<file path="src/rtl/button_tap_double_long_classifier_unit_defines.svh">
// Assertion macros for the button classifier
`ifndef BUTTON_TAP_DOUBLE_LONG_CLASSIFIER_UNIT_DEFINES_SVH
`define BUTTON_TAP_DOUBLE_LONG_CLASSIFIER_UNIT_DEFINES_SVH

`ifndef SYNTH
`define BDLC_ASSERT_IMPL(label, clk, rst, ante, cons) \
   label: assert property (@(posedge clk) disable iff (rst) (ante) |-> (cons)) \
      else $error("bdlc assertion failed");
`define BDLC_ASSERT_NEXT(label, clk, rst, ante, cons) \
   label: assert property (@(posedge clk) disable iff (rst) (ante) |=> (cons)) \
      else $error("bdlc assertion failed");
`else
`define BDLC_ASSERT_IMPL(label, clk, rst, ante, cons)
`define BDLC_ASSERT_NEXT(label, clk, rst, ante, cons)
`endif

`endif

</file>
<file path="src/rtl/bdlc_pkg.sv">
package bdlc_pkg;

   localparam int unsigned CNT_W      = 16;
   localparam int unsigned CSR_IDX_W  = 1;
   localparam int unsigned FIFO_DEPTH = 4;
   localparam int unsigned PTR_W      = $clog2(FIFO_DEPTH);
   localparam int unsigned LVL_W      = $clog2(FIFO_DEPTH + 1);

   localparam logic [CNT_W-1:0] LONG_PRESS_RESET   = 16'd600;
   localparam logic [CNT_W-1:0] DOUBLE_WINDOW_RESET = 16'd400;
   localparam logic [CNT_W-1:0] CNT_MAX            = '1;

   typedef enum logic [1:0] {
      CMD_PLAY_PAUSE = 2'd0,
      CMD_NEXT       = 2'd1,
      CMD_PREVIOUS   = 2'd2
   } cmd_type;

   typedef enum logic [CSR_IDX_W-1:0] {
      REG_LONG_PRESS    = 1'b0,
      REG_DOUBLE_WINDOW = 1'b1
   } csr_idx_type;

   typedef struct packed {
      cmd_type cmd;
      logic    last;
   } entry_type;

   typedef struct packed {
      logic [1:0] count;
      entry_type  first;
      entry_type  second;
      logic       emit_pp;
      logic       emit_next;
      logic       emit_prev;
   } tick_res_type;

   typedef struct packed {
      logic [LVL_W-1:0] level;
      logic             has_room;
   } fifo_stat_type;

   function automatic logic [CNT_W-1:0] sat_inc(input logic [CNT_W-1:0] v);
      return (v == CNT_MAX) ? v : v + 1'b1;
   endfunction

endpackage

</file>
<file path="src/rtl/button_tap_double_long_classifier_unit.sv">
// A tick's results are queued at its transaction, so rsp_valid is high next cycle.
// Throughput: one tick per cycle; results leave one per cycle while rsp_ready
// is high; input stalls only while more than two wait in the four-entry queue.
// Reset: synchronous, active high; timers, flags and queue clear, registers
// return to 600 and 400.
`include "button_tap_double_long_classifier_unit_defines.svh"

module button_tap_double_long_classifier_unit (
   input  logic                           clock,
   input  logic                           reset,
   input  logic                           req_valid,
   output logic                           req_ready,
   input  logic                           req_button_level,
   output logic                           rsp_valid,
   input  logic                           rsp_ready,
   output logic [1:0]                     rsp_command,
   output logic                           rsp_last_of_tick,
   input  logic                           csr_we,
   input  logic [bdlc_pkg::CSR_IDX_W-1:0] csr_index,
   input  logic [bdlc_pkg::CNT_W-1:0]     csr_wdata
);

   logic                    accept;
   bdlc_pkg::tick_res_type  res;
   bdlc_pkg::entry_type     head;
   bdlc_pkg::fifo_stat_type stat;

   assign req_ready = stat.has_room;
   assign accept    = req_valid & req_ready;

   bdlc_core u_core (
      .clock        (clock),
      .reset        (reset),
      .accept       (accept),
      .button_level (req_button_level),
      .csr_we       (csr_we),
      .csr_index    (csr_index),
      .csr_wdata    (csr_wdata),
      .res          (res)
   );

   bdlc_rsp_fifo u_fifo (
      .clock      (clock),
      .reset      (reset),
      .push       (accept),
      .res        (res),
      .pop        (rsp_ready),
      .head       (head),
      .head_valid (rsp_valid),
      .stat       (stat)
   );

   assign rsp_command      = head.cmd;
   assign rsp_last_of_tick = head.last;

   `BDLC_ASSERT_IMPL(a_level_bound, clock, reset, 1'b1, stat.level <= bdlc_pkg::FIFO_DEPTH)
   `BDLC_ASSERT_IMPL(a_next_pp_excl, clock, reset, accept, !(res.emit_next && res.emit_pp))
   `BDLC_ASSERT_IMPL(a_prev_held, clock, reset, accept && res.emit_prev, req_button_level)
   `BDLC_ASSERT_NEXT(a_push_shows, clock, reset, accept && (res.count != 2'd0), rsp_valid)

endmodule

</file>
<file path="src/rtl/bdlc_core.sv">
module bdlc_core (
   input  logic                           clock,
   input  logic                           reset,
   input  logic                           accept,
   input  logic                           button_level,
   input  logic                           csr_we,
   input  logic [bdlc_pkg::CSR_IDX_W-1:0] csr_index,
   input  logic [bdlc_pkg::CNT_W-1:0]     csr_wdata,
   output bdlc_pkg::tick_res_type         res
);

   logic [bdlc_pkg::CNT_W-1:0] lpt_ff, dwt_ff;
   logic                       prev_level_ff, prev_level_in;
   logic                       long_armed_ff, long_armed_in;
   logic [bdlc_pkg::CNT_W-1:0] long_elapsed_ff, long_elapsed_in;
   logic                       long_fired_ff, long_fired_in;
   logic                       release_seen_ff, release_seen_in;
   logic [bdlc_pkg::CNT_W-1:0] since_release_ff, since_release_in;
   logic                       tap_armed_ff, tap_armed_in;
   logic [bdlc_pkg::CNT_W-1:0] tap_elapsed_ff, tap_elapsed_in;
   logic [bdlc_pkg::CNT_W-1:0] sr_inc;
   logic                       rise, fall;
   logic                       emit_next, emit_pp, emit_prev;

   assign rise   = button_level & ~prev_level_ff;
   assign fall   = ~button_level & prev_level_ff;
   assign sr_inc = release_seen_ff ? bdlc_pkg::sat_inc(since_release_ff) : since_release_ff;

   always_comb begin
      prev_level_in    = button_level;
      long_armed_in    = long_armed_ff;
      long_elapsed_in  = long_armed_ff ? bdlc_pkg::sat_inc(long_elapsed_ff) : long_elapsed_ff;
      long_fired_in    = long_fired_ff;
      release_seen_in  = release_seen_ff;
      since_release_in = sr_inc;
      tap_armed_in     = tap_armed_ff;
      tap_elapsed_in   = tap_armed_ff ? bdlc_pkg::sat_inc(tap_elapsed_ff) : tap_elapsed_ff;
      emit_next        = 1'b0;
      emit_pp          = 1'b0;
      emit_prev        = 1'b0;

      if (rise) begin
         long_fired_in   = 1'b0;
         long_armed_in   = 1'b1;
         long_elapsed_in = '0;
      end else if (fall) begin
         long_armed_in = 1'b0;
         if (!long_fired_ff) begin
            if (release_seen_ff && (sr_inc <= dwt_ff)) begin
               tap_armed_in     = 1'b0;
               release_seen_in  = 1'b0;
               since_release_in = '0;
               emit_next        = 1'b1;
            end else begin
               release_seen_in  = 1'b1;
               since_release_in = '0;
               tap_armed_in     = 1'b1;
               tap_elapsed_in   = '0;
            end
         end
      end

      if (tap_armed_in && (tap_elapsed_in >= dwt_ff)) begin
         tap_armed_in = 1'b0;
         emit_pp      = 1'b1;
      end

      if (long_armed_in && (long_elapsed_in >= lpt_ff)) begin
         long_armed_in = 1'b0;
         if (button_level) begin
            long_fired_in = 1'b1;
            emit_prev     = 1'b1;
         end
      end
   end

   always_comb begin
      res.emit_pp     = emit_pp;
      res.emit_next   = emit_next;
      res.emit_prev   = emit_prev;
      res.count       = {1'b0, emit_pp | emit_next} + {1'b0, emit_prev};
      res.second.cmd  = bdlc_pkg::CMD_PREVIOUS;
      res.second.last = 1'b1;
      if (emit_pp || emit_next) begin
         res.first.cmd  = emit_next ? bdlc_pkg::CMD_NEXT : bdlc_pkg::CMD_PLAY_PAUSE;
         res.first.last = ~emit_prev;
      end else begin
         res.first.cmd  = bdlc_pkg::CMD_PREVIOUS;
         res.first.last = 1'b1;
      end
   end

   always_ff @(posedge clock) begin
      if (reset) begin
         lpt_ff <= bdlc_pkg::LONG_PRESS_RESET;
         dwt_ff <= bdlc_pkg::DOUBLE_WINDOW_RESET;
      end else if (csr_we) begin
         unique case (bdlc_pkg::csr_idx_type'(csr_index))
            bdlc_pkg::REG_LONG_PRESS:    lpt_ff <= csr_wdata;
            bdlc_pkg::REG_DOUBLE_WINDOW: dwt_ff <= csr_wdata;
            default: ;
         endcase
      end
   end

   always_ff @(posedge clock) begin
      if (reset) begin
         prev_level_ff    <= 1'b0;
         long_armed_ff    <= 1'b0;
         long_elapsed_ff  <= '0;
         long_fired_ff    <= 1'b0;
         release_seen_ff  <= 1'b0;
         since_release_ff <= '0;
         tap_armed_ff     <= 1'b0;
         tap_elapsed_ff   <= '0;
      end else if (accept) begin
         prev_level_ff    <= prev_level_in;
         long_armed_ff    <= long_armed_in;
         long_elapsed_ff  <= long_elapsed_in;
         long_fired_ff    <= long_fired_in;
         release_seen_ff  <= release_seen_in;
         since_release_ff <= since_release_in;
         tap_armed_ff     <= tap_armed_in;
         tap_elapsed_ff   <= tap_elapsed_in;
      end
   end

endmodule

</file>
<file path="src/rtl/bdlc_rsp_fifo.sv">
module bdlc_rsp_fifo (
   input  logic                   clock,
   input  logic                   reset,
   input  logic                   push,
   input  bdlc_pkg::tick_res_type res,
   input  logic                   pop,
   output bdlc_pkg::entry_type    head,
   output logic                   head_valid,
   output bdlc_pkg::fifo_stat_type stat
);

   bdlc_pkg::entry_type             mem_ff [bdlc_pkg::FIFO_DEPTH];
   logic [bdlc_pkg::PTR_W-1:0]      wr_ptr_ff, rd_ptr_ff;
   logic [bdlc_pkg::LVL_W-1:0]      level_ff, level_in;
   logic [1:0]                      n_wr;
   logic                            do_pop;

   assign n_wr       = push ? res.count : 2'd0;
   assign head_valid = (level_ff != '0);
   assign do_pop     = pop & head_valid;
   assign head       = mem_ff[rd_ptr_ff];
   assign level_in   = level_ff + bdlc_pkg::LVL_W'(n_wr) - bdlc_pkg::LVL_W'(do_pop);

   assign stat.level    = level_ff;
   assign stat.has_room = (level_ff <= bdlc_pkg::LVL_W'(bdlc_pkg::FIFO_DEPTH - 2));

   always_ff @(posedge clock) begin
      if (n_wr != 2'd0) begin
         mem_ff[wr_ptr_ff] <= res.first;
      end
      if (n_wr == 2'd2) begin
         mem_ff[wr_ptr_ff + 1'b1] <= res.second;
      end
   end

   always_ff @(posedge clock) begin
      if (reset) begin
         wr_ptr_ff <= '0;
         rd_ptr_ff <= '0;
         level_ff  <= '0;
      end else begin
         wr_ptr_ff <= wr_ptr_ff + bdlc_pkg::PTR_W'(n_wr);
         rd_ptr_ff <= rd_ptr_ff + bdlc_pkg::PTR_W'(do_pop);
         level_ff  <= level_in;
      end
   end

endmodule
</file>
<file path="config.mk">
export PLATFORM = sky130hd
export DESIGN_NAME = button_tap_double_long_classifier_unit
export DESIGN_NICKNAME = d
export VERILOG_FILES = /design/src/rtl/bdlc_pkg.sv /design/src/rtl/button_tap_double_long_classifier_unit.sv /design/src/rtl/bdlc_core.sv /design/src/rtl/bdlc_rsp_fifo.sv
export VERILOG_INCLUDE_DIRS = /design/src /design/src/rtl
export SDC_FILE = /design/constraint.sdc
export NUM_CORES = 1
export LEC_CHECK = 0
export ABC_AREA = 1
export CORE_MARGIN = 8
export CORE_UTILIZATION = 30
export DETAILED_ROUTE_END_ITERATION = 8
export DONT_BUFFER_PORTS = 1
export HOLD_SLACK_MARGIN = 0.06
export PLACE_DENSITY = 0.5
export SKIP_CTS_REPAIR_TIMING = 1
export SYNTH_ARGS = -nofsm -noshare
export SYNTH_HDL_FRONTEND = slang
export SYNTH_HIERARCHICAL = 1
export SYNTH_SLANG_ARGS = --single-unit
</file>
<file path="constraint.sdc">
create_clock -name clock -period 6.58 [get_ports clock]
set_clock_uncertainty 0.2 [all_clocks]
set_input_delay 0.658 -clock clock [delete_from_list [all_inputs] [get_ports clock]]
set_output_delay 0.658 -clock clock [all_outputs]
set_load 0.05 [all_outputs]
</file>
Yosys cells after proc, flatten, opt, wreduce, memory -nomap -nowiden:

Memories as Yosys holds them, arrays and structs flattened. A register that Yosys moved wholly into a read port is not among the register bits.
Index checks and enable logic that the tools add are counted.
Widths: inputs -> output; s select.

* memories: 1
* output and inout port bits: 5
* logic and storage cells: 91
* RAM bits: 12
* bits of input ports: 23
* flip-flop bits (word level): 92

* equality and inequality tests: 4
* reductions and logical operators: 9
* bitwise gates (word level): 11
* mux-type cells: 40
* $lt $le $gt $ge: 4
* add/sub/neg operators: 9

Memory list
* u_fifo.mem_ff: words 4, bits a word 3, read ports 1, clocked after Yosys merged registers in 1, wr ports 2, RTL line bdlc_rsp_fifo.sv:12 `bdlc_pkg::entry_type mem_ff [bdlc_pkg::FIFO_DEPTH];`

Operators with widths (count)
* $mux 16: 14
* $add 16x1->16 const B: 3
* $eq 16x16->1 const B: 3
* $ge 16x16->1: 2
* $mux 1: 23
* $le 16x16->1: 1
* $not 1->1: 6
* $and 1x1->1: 4
* $mux 2: 2
* $reduce_and 2->1: 2
* $reduce_and 4->1: 1
* $add 3x2->3: 1
* $le 3x2->1 const B: 1
* $logic_and 1x1->1: 3
* $mux 3: 1
* $reduce_bool 3->1: 1
* $sub 3x1->3: 1
* $add 1x1->2: 1
* $add 2x1->2: 1
* $add 2x1->2 const B: 1
* $add 2x2->2: 1
* $eq 2x2->1 const B: 1
* $reduce_bool 2->1: 1
* $logic_or 1x1->1: 1
* $or 1x1->1: 1

Longest topological paths before layout:

* depth after elaboration: 18
* depth in mapped cells: 45
* depth with buffers taken out: 44

Cells and area by module:

Netlist, hierarchy kept.

By module, submodules not included
* bdlc_core: sequential area each 1701.6 um2, cells each 901, area an instance 5993.2 um2, instances 1
* bdlc_rsp_fifo: sequential area each 500.5 um2, cells each 120, area an instance 1027.2 um2, instances 1
* button_tap_double_long_classifier_unit: sequential area each 0.0 um2, cells each 2, area an instance 7.5 um2, instances 1

Worst setup path after synthesis:

OpenSTA, ideal clock, no wires.

* path kind: reg2reg
* start point: register u_core/since_release_ff[0] (netlist name)
* end point: register u_fifo/level_ff[2] (netlist name)
* cell stages (with the launch flop): 45
* library setup time: 0.070 ns
* setup slack: 1.280 ns
* period minus slack after synthesis: 5.300 ns
* required time: 6.310 ns
* path buffers: 1
* arrival: 5.030 ns
* cell sequence: dfxtp_1 > ha_1 > nand3_2 > nor2_1 > nand3_1 > nor2_2 > nand2_1 > nand2_4 > inv_1 > nand2_1 > nand2_1 > nand2_1 > inv_1 > ha_1 > nand2_1 > inv_1 > nand2_1 > nand2_1 > [... 9 more ...] > inv_1 > ha_1 > a21oi_1 > o21ai_0 > a21o_1 > nand2_1 > nand3_1 > nand2_1 > o21ai_0 > ha_1 > nand2_1 > xor2_1 > ha_1 > inv_1 > fa_1 > inv_1 > nand2_1 > a21oi_1

RTL lines
* start, declared: RTL line bdlc_core.sv:18 `logic [bdlc_pkg::CNT_W-1:0] since_release_ff, since_release_in;`
* start signal, assigned: RTL line bdlc_core.sv:122 `since_release_ff <= since_release_in;`
* end signal, assigned: RTL line bdlc_rsp_fifo.sv:44 `level_ff <= level_in;`
* end, declared: RTL line bdlc_rsp_fifo.sv:14 `logic [bdlc_pkg::LVL_W-1:0] level_ff, level_in;`

==> out/summary.md <==
The number of cells produced by synthesis came out at 1018. For the maximum level of the CTS H-tree, the log shows 3. Max-cap violations in this run came to 0.

The clock root buffer was clkbuf_16. The number of global-route vias before repair came out at 5608. Averaged over all synthesized cells, the footprint is 6.87 um^2. Together, buffers and inverters on the worst path number 7. For the placeable core area, the log shows 0.0232 mm^2. The tools report the total half-perimeter wirelength after legalization and detailed placement as 13600 um.

For the buffer levels on the longest clock path, the log shows 2. The longest individual stage delay on the worst path is 0.40 ns, and the detailed-routing iteration count for the pre-antenna-repair pass is 5. The die covers 0.0285 mm^2. Broken down by cell family, the worst path's largest delay share belongs to simple AND/OR/NAND/NOR gates. After detailed routing, the average wire length per cell comes to 13.5 um.

The path class of the lowest-slack min-delay path is input port to flip-flop. For the total track usage, the log shows 0.128. The routed design could run at a clock period as short as 5.88 ns.

The logs give 6137 for the via total after detailed routing and 6 for the count of synthesis-stage warnings from yosys. Along the worst path, the maximum fanout reaches 17. The run finished with clean final reports. The layout cell share with drive strength beyond 1 is 0.0508, and the max-slew violation count is 0. Leaving out fill and tap cells, the most frequent cells in the layout are nand2_1, inv_1, a21oi_1, o21ai_0, dfxtp_1. Post-route clock period utilization: 0.893. Leaving out fill and tap cells, the most frequent cell in the layout is nand2_1. In this design, the critical path's most frequently occurring cell is nand2_1. In this run, placement finished with an instance count of 1306.

The detailed-route wire length came out at 17900 um. The path type of the worst setup path was flip-flop to flip-flop. Based on the critical path, the design can be clocked at up to 170 MHz. Number of I/O pins: 28. The run gives 29500 um as the wire length of the first global-routing pass. The final weighted congestion in routability-driven placement was 0.793; the number of buffers created by CTS was 9.

The repair_antennas step left the layout with diodes totalling 0. The logs give 0 for the initial antenna violation count and 2070 uW for the sum of internal, switching and leakage power. For the pin with the worst max-slew slack, the measured transition is 1.16 ns. The area growth from synthesis to layout is 8.44%. IR analysis of the VDD net gives a maximum drop of 123 uV.

The kind of launch point of the worst setup path was a flip-flop. The insertion delay of the later-clocked pin in the worst-skew pair was 0.37 ns; the power density normalized to cell area was 273 mW/mm^2. In the routed layout, each cell is associated on average with a via count of 4.64. Summed over all layers, the global routing overflow is 0. The starting DRC count in detailed routing is 326.

The worst-path cell with the longest stage delay was ha_1. The number of routed nets with antenna violations came out at 0. The post-placement cell area was 0.00728 mm^2; the arrival time of data at the critical path endpoint was 5.97 ns. Summing all non-filler instances in the final layout gives an area of 0.00759 mm^2. The vertical extent of the die is 169 um. For this run, design rule violations remaining after detail routing come to 0. For this run, the number of standard cells in the final layout without fillers is 1322. The logs give 0.00700 mm^2 for the summed instance area of the synthesized netlist and 0.302 for the starting density of the core. During placement, the flow inserted port buffers numbering 0. The leakage power of the design is 0.00337 uW, and the number of failing hold endpoints at the final stage is 0. The capturing element type of the critical path is a flip-flop.

The CTS clock-pin slew for the worst setup and hold paths is 0.08 ns, and the number of setup violations in the final report is 0. For this run, the post-layout net count is 1078. After floorplanning, the core was divided into 56 placement rows. The slack of the critical path came out at 0.704 ns. Prior to clock tree synthesis, the placed netlist has a worst setup slack of 0.466 ns. Required time at the worst-slack endpoint: 6.68 ns. For the headroom to the max-slew limit, the log shows 0.230.

Clock tree synthesis found a total of 104 sinks. TritonCTS built the clock tree. The overall die width is 169 um, and the largest net degree at the start of global routing is 66.
==> layer usage <==
| layer | GRT usage | part of all wire | vias to the layer above |
|---|---|---|---|
| met1 | 0.163 | 0.47 | 2740 |
| met3 | 0.0277 | 0.041 | 18 |
| met5 | 0 | 0 | - |
| met4 | 0.0334 | 0.012 | 0 |
| li1 | - | - | 3305 |
| met2 | 0.215 | 0.47 | 74 |
==> worst paths after layout <==
check / cells past startpoint / end / startpoint / slack [ns]
max: 44 / u_fifo/level_ff[2] / u_core/since_release_ff[1] / 0.70
min: 1 / u_core/since_release_ff[13] / reset / 0.17
max reg2reg: 44 / u_fifo/level_ff[2] / u_core/since_release_ff[1] / 0.70
min reg2reg: 2 / u_core/lpt_ff[11] / u_core/lpt_ff[11] / 0.27
==> flip-flops by register name, indices dropped and copies added (netlist names), 2 cells and up <==
name / cells
u_core/since_release_ff: 16
u_fifo/wr_ptr_ff: 2
u_fifo/mem_ff: 12
u_core/lpt_ff: 16
u_core/long_elapsed_ff: 16
u_core/tap_elapsed_ff: 16
u_core/dwt_ff: 16
u_fifo/rd_ptr_ff: 2
u_fifo/level_ff: 3
==> per-stage QoR <==
stage,hold WS [ns],TNS [ns],util
finish,0.167,0,0.327
global route,0.148,-0.0357,0.327
CTS,0.150,0,0.327
detailed placement,0.258,0,0.314
global placement,0.255,0,0.314
floorplan,0.235,0,-
==> report_power, final <==
group / total (uW) / switching (uW) / internal [uW]
registers: 806 / 85.8 / 720
clock network: 561 / 289 / 272
logic: 703 / 476 / 227
total: 2070 / 850 / 1220
==> final cells by class <==
class | count | area, um^2
Fill cell | 2550 | 15600
Clock buffer | 9 | 225
Inverter | 158 | 593
Clock inverter | 7 | 76.3
Multi-Input combinational cell | 720 | 4060
Tap cell | 319 | 399
Timing Repair Buffer | 5 | 37.5
Sequential cell | 104 | 2200
Power figures use the tool's default switching activity.
